<file path="src/rtl/csts_pkg.sv">
`default_nettype none
package csts_pkg;

    localparam int MAX_VECTORS_DEF = 2048;
    localparam int MAX_DIM_DEF     = 32;

    localparam logic [1:0] OP_STORE = 2'd0;
    localparam logic [1:0] OP_QUERY = 2'd1;
    localparam logic [1:0] OP_CLEAR = 2'd2;

    localparam logic [2:0] ST_STORED  = 3'd0;
    localparam logic [2:0] ST_FULL    = 3'd1;
    localparam logic [2:0] ST_MATCH   = 3'd2;
    localparam logic [2:0] ST_DONE    = 3'd3;
    localparam logic [2:0] ST_EMPTY   = 3'd4;
    localparam logic [2:0] ST_CLEARED = 3'd5;

    localparam logic [1:0] CFG_VLEN = 2'd0;
    localparam logic [1:0] CFG_THR  = 2'd1;
    localparam logic [1:0] CFG_MAXM = 2'd2;

    localparam logic [5:0]  VLEN_RST = 6'd32;
    localparam logic [14:0] THR_RST  = 15'd16384;
    localparam logic [5:0]  MAXM_RST = 6'd1;

    localparam int DIV_STEPS  = 31;
    localparam int SQRT_STEPS = 16;

    typedef enum logic [2:0] {
        DP_NONE,
        DP_MULP_INIT,
        DP_MUL_STEP,
        DP_MULD_INIT,
        DP_DIV_INIT,
        DP_DIV_STEP,
        DP_SQRT_INIT,
        DP_SQRT_STEP
    } t_dpop;

    typedef struct packed {
        logic       mem_we;
        logic       q_we;
        logic       wr_zero;
        logic       rd_en;
        logic       acc_clr;
        t_dpop      dp_op;
        logic       out_load;
        logic [2:0] out_status;
        logic       out_sim_en;
        logic       out_last;
    } t_cmd;

    typedef struct packed {
        logic        ma_zero;
        logic        mb_zero;
        logic        dot_neg;
        logic [14:0] sim;
    } t_sts;

endpackage
`default_nettype wire

</file>
<file path="src/rtl/csts_ctrl.sv">
`default_nettype none
module csts_ctrl #(
    parameter int MAX_VECTORS = csts_pkg::MAX_VECTORS_DEF,
    parameter int MAX_DIM     = csts_pkg::MAX_DIM_DEF,
    localparam int SW = $clog2(MAX_VECTORS),
    localparam int DW = (MAX_DIM > 1) ? $clog2(MAX_DIM) : 1
) (
    input  wire             i_clk,
    input  wire             i_rst_n,
    input  wire             i_cfg_valid,
    input  wire [1:0]       i_cfg_index,
    input  wire [15:0]      i_cfg_data,
    output logic            o_cfg_ready,
    input  wire             i_in_valid,
    input  wire [1:0]       i_op,
    input  wire             i_last,
    output logic            o_in_ready,
    output logic            o_out_valid,
    input  wire             i_out_ready,
    input  csts_pkg::t_sts  i_sts,
    output csts_pkg::t_cmd  o_cmd,
    output logic [SW-1:0]   o_slot,
    output logic [DW-1:0]   o_idx,
    output logic [11:0]     o_out_id,
    output logic [5:0]      o_out_count
);
    localparam int CW  = $clog2(MAX_VECTORS + 1);
    localparam int IW  = $clog2(MAX_DIM + 1);
    localparam int AW  = 32 + DW;
    localparam int CNW = $clog2(AW + 32);

    typedef enum logic [15:0] {
        S_IDLE   = 16'h0001,
        S_ZFILL  = 16'h0002,
        S_RD     = 16'h0004,
        S_DRAIN  = 16'h0008,
        S_CHECK  = 16'h0010,
        S_MULP   = 16'h0020,
        S_MULD_I = 16'h0040,
        S_MULD   = 16'h0080,
        S_DIV_I  = 16'h0100,
        S_DIV    = 16'h0200,
        S_SQRT_I = 16'h0400,
        S_SQRT   = 16'h0800,
        S_JUDGE  = 16'h1000,
        S_EMIT   = 16'h2000,
        S_NEXT   = 16'h4000,
        S_DONE   = 16'h8000
    } t_state;

    t_state          r_state, n_state;
    logic [5:0]      r_vlen;
    logic [14:0]     r_thr;
    logic [5:0]      r_maxm;
    logic [CW-1:0]   r_stored, n_stored;
    logic [IW-1:0]   r_eidx, n_eidx;
    logic [SW-1:0]   r_slot, n_slot;
    logic [IW-1:0]   r_zi, n_zi;
    logic            r_zq, n_zq;
    logic            r_scan, n_scan;
    logic [IW-1:0]   r_ei, n_ei;
    logic [CNW-1:0]  r_cnt, n_cnt;
    logic [5:0]      r_found, n_found;
    logic            r_simz, n_simz;
    logic            r_out_valid;

    logic [31:0]     w_len32;
    logic [IW-1:0]   w_len, w_idx_n, w_filled;
    logic            w_room, w_tgt, w_ofree, w_acc;
    t_state          w_scan_st;

    assign w_len32 = (r_vlen == 6'd0) ? 32'd1 :
                     ((32'(r_vlen) > MAX_DIM) ? 32'(MAX_DIM) : 32'(r_vlen));
    assign w_len    = IW'(w_len32);
    assign w_room   = (32'(r_stored) < MAX_VECTORS);
    assign w_tgt    = ((i_op == csts_pkg::OP_STORE) && w_room) || (i_op == csts_pkg::OP_QUERY);
    assign w_idx_n  = (32'(r_eidx) < MAX_DIM) ? r_eidx + 1'b1 : r_eidx;
    assign w_filled = (w_idx_n < w_len) ? w_idx_n : w_len;
    assign w_ofree  = !r_out_valid || i_out_ready;
    assign w_scan_st = (r_maxm == 6'd0) ? S_DONE : S_RD;

    assign o_cfg_ready = 1'b1;
    assign o_in_ready  = (r_state == S_IDLE) && w_ofree;
    assign o_out_valid = r_out_valid;
    assign w_acc       = i_in_valid && o_in_ready;

    always_comb begin
        n_state  = r_state;
        n_stored = r_stored;
        n_eidx   = r_eidx;
        n_slot   = r_slot;
        n_zi     = r_zi;
        n_zq     = r_zq;
        n_scan   = r_scan;
        n_ei     = r_ei;
        n_cnt    = r_cnt;
        n_found  = r_found;
        n_simz   = r_simz;
        o_cmd    = '0;
        o_cmd.dp_op = csts_pkg::DP_NONE;
        o_out_id    = 12'd0;
        o_out_count = 6'd0;
        o_slot   = r_slot;
        o_idx    = r_ei[DW-1:0];

        unique case (r_state)
            S_IDLE: begin
                o_slot = r_stored[SW-1:0];
                o_idx  = r_eidx[DW-1:0];
                if (w_acc) begin
                    case (i_op)
                        csts_pkg::OP_CLEAR: begin
                            n_stored = '0;
                            n_eidx   = '0;
                            o_cmd.out_load   = 1'b1;
                            o_cmd.out_status = csts_pkg::ST_CLEARED;
                            o_cmd.out_last   = 1'b1;
                        end
                        csts_pkg::OP_STORE, csts_pkg::OP_QUERY: begin
                            if (w_tgt && (r_eidx < w_len)) begin
                                o_cmd.mem_we = (i_op == csts_pkg::OP_STORE);
                                o_cmd.q_we   = (i_op == csts_pkg::OP_QUERY);
                            end
                            n_eidx = w_idx_n;
                            if (i_last) begin
                                n_eidx  = '0;
                                n_zi    = w_filled;
                                n_zq    = (i_op == csts_pkg::OP_QUERY);
                                n_scan  = 1'b0;
                                n_slot  = r_stored[SW-1:0];
                                n_ei    = '0;
                                n_found = '0;
                                o_cmd.out_last = 1'b1;
                                if (i_op == csts_pkg::OP_STORE) begin
                                    o_cmd.out_load = 1'b1;
                                    if (w_room) begin
                                        o_cmd.out_status = csts_pkg::ST_STORED;
                                        o_out_id = 12'(r_stored + 2'd2);
                                        n_stored = r_stored + 1'b1;
                                    end else begin
                                        o_cmd.out_status = csts_pkg::ST_FULL;
                                    end
                                end else begin
                                    n_slot = '0;
                                    if (r_stored == '0) begin
                                        o_cmd.out_load   = 1'b1;
                                        o_cmd.out_status = csts_pkg::ST_EMPTY;
                                    end else begin
                                        n_scan = 1'b1;
                                    end
                                end
                                if (w_tgt && (32'(w_filled) < MAX_DIM)) begin
                                    n_state = S_ZFILL;
                                end else if ((i_op == csts_pkg::OP_QUERY) &&
                                             (r_stored != '0)) begin
                                    n_state = w_scan_st;
                                end
                            end
                        end
                        default: ;
                    endcase
                end
            end
            S_ZFILL: begin
                o_idx = r_zi[DW-1:0];
                o_cmd.wr_zero = 1'b1;
                o_cmd.mem_we  = !r_zq;
                o_cmd.q_we    = r_zq;
                n_zi = r_zi + 1'b1;
                if (32'(r_zi) == MAX_DIM - 1) begin
                    n_state = (r_zq && r_scan) ? w_scan_st : S_IDLE;
                end
            end
            S_RD: begin
                o_cmd.rd_en   = 1'b1;
                o_cmd.acc_clr = (r_ei == '0);
                if (r_ei == w_len - 1'b1) begin
                    n_cnt   = '0;
                    n_state = S_DRAIN;
                end else begin
                    n_ei = r_ei + 1'b1;
                end
            end
            S_DRAIN: begin
                n_cnt = r_cnt + 1'b1;
                if (r_cnt == CNW'(1)) begin
                    n_state = S_CHECK;
                end
            end
            S_CHECK: begin
                n_cnt = '0;
                if (i_sts.ma_zero || i_sts.mb_zero) begin
                    n_simz  = 1'b1;
                    n_state = (r_thr == 15'd0) ? S_EMIT : S_NEXT;
                end else if (i_sts.dot_neg) begin
                    n_state = S_NEXT;
                end else begin
                    o_cmd.dp_op = csts_pkg::DP_MULP_INIT;
                    n_state = S_MULP;
                end
            end
            S_MULP: begin
                o_cmd.dp_op = csts_pkg::DP_MUL_STEP;
                n_cnt = r_cnt + 1'b1;
                if (r_cnt == CNW'(AW - 1)) begin
                    n_state = S_MULD_I;
                end
            end
            S_MULD_I: begin
                o_cmd.dp_op = csts_pkg::DP_MULD_INIT;
                n_cnt   = '0;
                n_state = S_MULD;
            end
            S_MULD: begin
                o_cmd.dp_op = csts_pkg::DP_MUL_STEP;
                n_cnt = r_cnt + 1'b1;
                if (r_cnt == CNW'(AW - 1)) begin
                    n_state = S_DIV_I;
                end
            end
            S_DIV_I: begin
                o_cmd.dp_op = csts_pkg::DP_DIV_INIT;
                n_cnt   = '0;
                n_state = S_DIV;
            end
            S_DIV: begin
                o_cmd.dp_op = csts_pkg::DP_DIV_STEP;
                n_cnt = r_cnt + 1'b1;
                if (r_cnt == CNW'(csts_pkg::DIV_STEPS - 1)) begin
                    n_state = S_SQRT_I;
                end
            end
            S_SQRT_I: begin
                o_cmd.dp_op = csts_pkg::DP_SQRT_INIT;
                n_cnt   = '0;
                n_state = S_SQRT;
            end
            S_SQRT: begin
                o_cmd.dp_op = csts_pkg::DP_SQRT_STEP;
                n_cnt = r_cnt + 1'b1;
                if (r_cnt == CNW'(csts_pkg::SQRT_STEPS - 1)) begin
                    n_state = S_JUDGE;
                end
            end
            S_JUDGE: begin
                n_simz  = 1'b0;
                n_state = (i_sts.sim >= r_thr) ? S_EMIT : S_NEXT;
            end
            S_EMIT: begin
                o_out_id = 12'(CW'(r_slot) + 2'd2);
                if (w_ofree) begin
                    o_cmd.out_load   = 1'b1;
                    o_cmd.out_status = csts_pkg::ST_MATCH;
                    o_cmd.out_sim_en = !r_simz;
                    n_found = r_found + 1'b1;
                    n_state = S_NEXT;
                end
            end
            S_NEXT: begin
                if (((CW'(r_slot) + 1'b1) < r_stored) && (r_found < r_maxm)) begin
                    n_slot  = r_slot + 1'b1;
                    n_ei    = '0;
                    n_state = S_RD;
                end else begin
                    n_state = S_DONE;
                end
            end
            S_DONE: begin
                o_out_count = r_found;
                if (w_ofree) begin
                    o_cmd.out_load   = 1'b1;
                    o_cmd.out_status = csts_pkg::ST_DONE;
                    o_cmd.out_last   = 1'b1;
                    n_state = S_IDLE;
                end
            end
            default: n_state = S_IDLE;
        endcase
    end

    always_ff @(posedge i_clk) begin
        if (!i_rst_n) begin
            r_state     <= S_IDLE;
            r_vlen      <= csts_pkg::VLEN_RST;
            r_thr       <= csts_pkg::THR_RST;
            r_maxm      <= csts_pkg::MAXM_RST;
            r_stored    <= '0;
            r_eidx      <= '0;
            r_slot      <= '0;
            r_zi        <= '0;
            r_zq        <= 1'b0;
            r_scan      <= 1'b0;
            r_ei        <= '0;
            r_cnt       <= '0;
            r_found     <= '0;
            r_simz      <= 1'b0;
            r_out_valid <= 1'b0;
        end else begin
            r_state  <= n_state;
            r_stored <= n_stored;
            r_eidx   <= n_eidx;
            r_slot   <= n_slot;
            r_zi     <= n_zi;
            r_zq     <= n_zq;
            r_scan   <= n_scan;
            r_ei     <= n_ei;
            r_cnt    <= n_cnt;
            r_found  <= n_found;
            r_simz   <= n_simz;
            if (o_cmd.out_load) begin
                r_out_valid <= 1'b1;
            end else if (i_out_ready) begin
                r_out_valid <= 1'b0;
            end
            if (i_cfg_valid) begin
                unique case (i_cfg_index)
                    csts_pkg::CFG_VLEN: r_vlen <= i_cfg_data[5:0];
                    csts_pkg::CFG_THR:  r_thr  <= i_cfg_data[14:0];
                    csts_pkg::CFG_MAXM: r_maxm <= i_cfg_data[5:0];
                    default: ;
                endcase
            end
        end
    end

endmodule
`default_nettype wire

</file>
<file path="config.mk">
export PLATFORM = sky130hd
export DESIGN_NAME = csts_ctrl
export DESIGN_NICKNAME = d
export VERILOG_FILES = /design/src/rtl/csts_pkg.sv /design/src/rtl/csts_ctrl.sv
export SDC_FILE = /design/constraint.sdc
export NUM_CORES = 1
export LEC_CHECK = 0
export BUFFER_PORTS_ARGS = -buffer_cell sky130_fd_sc_hd__buf_2
export CAP_MARGIN = 20
export CORE_ASPECT_RATIO = 1.1
export CORE_MARGIN = 5
export CORE_UTILIZATION = 29
export CTS_CLUSTER_DIAMETER = 100
export DETAILED_ROUTE_END_ITERATION = 10
export PLACE_DENSITY = 0.44
export SLEW_MARGIN = 25
export SYNTH_ARGS = -nofsm -noshare
export SYNTH_HDL_FRONTEND = slang
export SYNTH_SLANG_ARGS = --single-unit
</file>
<file path="constraint.sdc">
create_clock -name i_clk -period 3.4 [get_ports i_clk]
set_input_delay 0.85 -clock i_clk [delete_from_list [all_inputs] [get_ports i_clk]]
set_output_delay 0.85 -clock i_clk [all_outputs]
set_load 0.1 [all_outputs]
</file>
==> summary.txt <==
Status: finished, violations left
Violated checks: negative setup slack
RSZ-0062 raised after global routing: yes
Tcrit/Tclk final: 1.06
Antenna violations before repair: 0
DRC viols: 0
Die area: 29300 µm²
HPWL after DPL: 21100 µm
Clk Latency, worst-skew pair: 0.36 ns
Final Skew: 0.0132 ns
Final #Nets: 1233
Antenna Violating Nets Remaining: 0
Synth cell types: 84
GR Overflow Total: 0
Initial DRC Count: 363
Mux contribution to synthesized area: 0.0280
Die Y: 179 µm
Largest family of logic cells by synthesized area: simple AND/OR/NAND/NOR gates
Compound-cell area share of the yosys netlist: 0.214
Synth Area in Simple Gates: 0.288
Setup WS pre-CTS: -0.00183 ns
Vias per Instance: 5.16
Core ar.: 25900 µm²
Total number of vias: 7695
CP max FO: 3
# rows: 62
First drt pass iteration count: 5
Post-Syn Area: 7550 µm²
Mapped Nets: 1080
Period minus WS final: 3.60 ns
Clock tree root driver cell: clkbuf_16
Placed Cells: 1457
Initial Utilization: 0.291
Final hold vios: 0
RD Place Congestion: 0.850
Power, Total: 3.85 mW
Sequential area share after synthesis: 0.268
Worst reg2reg path depth: 13
RR Startpoint: r_slot[6]$_SDFFE_PN0P_
Crit path launch type: flip-flop
Reg-to-Reg End: r_ei[3]$_SDFFE_PN0P_
Syn avg cell area: 7.70 µm²
CP Data Arrival Time: 2.75 ns
Critical path capture point type: output port
Post-Route WL: 26400 µm
Delay-heaviest family, CP: simple AND/OR/NAND/NOR gates
Crit path top cell by count: buf_12
YS warnings: 0
Die X: 164 µm
Top FF cell, synth: dfxtp_1
Worst path buffer plus inverter count: 2
Mapped Cells: 980
EDFF count, synth: 0
Worst setup path startpoint: r_state[5]$_SDFFE_PN0P_
Fraction of layout cells with a size suffix above 1: 0.277
Largest net degree at the start of global routing: 36
Leak Pwr: 4.11 nW
First-pass GRT wire length: 42200 µm
Kind of critical path: reg -> out
Fmax: 278 MHz
Max-Slew Margin vs Limit: 0.531
HP Start: r_thr[13]$_SDFFE_PN0P_
CTS max path bufs: 2
Slew @ Worst Pin: 0.699 ns
CP peak stage delay: 0.56 ns
Slew Limit Fails: 0
Cts bufs inserted: 9
Clock transition at path regs: 0.08 ns
Setup TNS: -1.79 ns
Overall routing resource usage: 0.182
Fin cells: 1490
Worst-path cell chain: or4_4, nor3_4, buf_12, nand4_4, or3_1, o32a_1, o32ai_4, buf_12
Type of the worst min-delay path: reg -> reg
Flop-to-flop setup slack: 0.17 ns
Port Buf Inserts: 92
Asr flop ratio synth: 0
Cell Area, Placed: 9930 µm²
Fin area: 10600 µm²
Syn-to-layout area delta: 40.3%
Most common cell after layout, fill and taps aside: nand2_1
Ports: 95
Hold WS: 0.474 ns
Area share of fa/ha/maj cells after synthesis: 0.0929
Diode count: 0
Hold depth: 2
Hold EP: r_thr[13]$_SDFFE_PN0P_
H-tree lvl count: 3
XOR/XNOR share of the synthesized area: 0.0522
Vias in the first global route: 7672
# setup viols final: 18
Final setup margin: -0.199 ns
Max-cap violations: 0
Post-synthesis register bit count: 101
Critical path's slowest cell: or4_4
# clock sinks: 101
Pwr/cell area: 363 nW/µm²
TritonCTS clock tree: yes
Worst Path Required: 2.55 ns
Fin util: 0.409
Wire per inst: 17.7 µm
Commonest cells after routing, fill and taps aside: 114 x nand2_1, 99 x dfxtp_1, 91 x buf_4
Worst VDD drop: 0.446 mV
==> area by class of cell <==
class                           instances  area, µm²
Multi-Input combinational cell        776       5580
Clock buffer                            9        225
Inverter                               49        193
Fill cell                            2698      15300
Tap cell                              352        440
Clock inverter                          7       80.1
Sequential cell                       101       2020
Timing Repair Buffer                  196       2040
==> how the worst max path moves through the flow <==
stage               slack, ns        end  cells past startpoint
CTS                     -0.23  o_cmd[13]                      8
floorplan               -0.46   o_cmd[4]                      5
detailed placement     -0.002  o_cmd[13]                      7
global route            -0.27  o_cmd[13]                      8
finish                  -0.20  o_cmd[13]                      8
global placement        -0.02  o_cmd[13]                      7
==> cells by family after synthesis <==
family                     after synthesis
AOI/OAI and AO/OA                      242
xor gates and xnor gates                45
adders and majority gates               56
buffers and inverters                  103
DFF                                    101
muxes                                   21
other                                    1
and+or+nand+nor                        411
==> metal layers <==
metal  global-route usage  vias to the layer above  wire, µm
met5                    0                        -         0
met4               0.0563                        0       618
met3               0.0251                       35      1090
met2                0.324                      171     12900
met1                0.228                     3632     11900
li1                     -                     3857         -
==> state kept, by name, indices dropped and copies added, names as in the netlist <==
signal       cells
r_state         16
r_thr           15
r_stored        12
r_slot          11
r_cnt            7
r_ei             6
r_eidx           6
r_found          6
r_maxm           6
r_vlen           6
r_zi             6
o_out_valid      1
r_scan           1
r_simz           1
r_zq             1
==> cell usage after synthesis (17+ instances only) <==
cell / number / share of area
clkbuf_1: 33 / 0.016
xnor2_1: 28 / 0.032
nand4_1: 20 / 0.017
o21ai_0: 49 / 0.032
nand2_1: 118 / 0.059
inv_1: 48 / 0.024
nand3_1: 33 / 0.022
mux2i_1: 20 / 0.027
dfxtp_1: 101 / 0.27
xor2_1: 17 / 0.020
ha_1: 56 / 0.093
nor3_1: 28 / 0.019
a21oi_1: 62 / 0.041
nor2_1: 87 / 0.043
==> report_power, final <==
group	leakage, nW	switching [mW]	internal, mW
clock network	0.148	0.527	0.583
registers	0.818	0.0526	1.23
logic	3.15	0.899	0.556
==> worst register-to-register path: cells and delay by family, from the launching register on <==
| family | cells | cell delay, ns |
|---|---|---|
| AND/OR/NAND/NOR | 6 | 1.21 |
| AO/OA/AOI/OAI | 3 | 0.76 |
| flip-flops | 1 | 0.32 |
| adder cells (fa/ha/maj) | 1 | 0.30 |
| XOR/XNOR | 1 | 0.19 |
| multiplexers | 1 | 0.19 |
| buffers and inverters | 1 | 0.18 |
==> timing repair <==
item	in CTS	in global routing
pin swaps	8	17
cloned	0	0
gates resized for setup	20	32
setup endpoints to repair	31	41
setup buffers	12	7
hold buffers	0	0
Power figures use the tool's default switching activity.
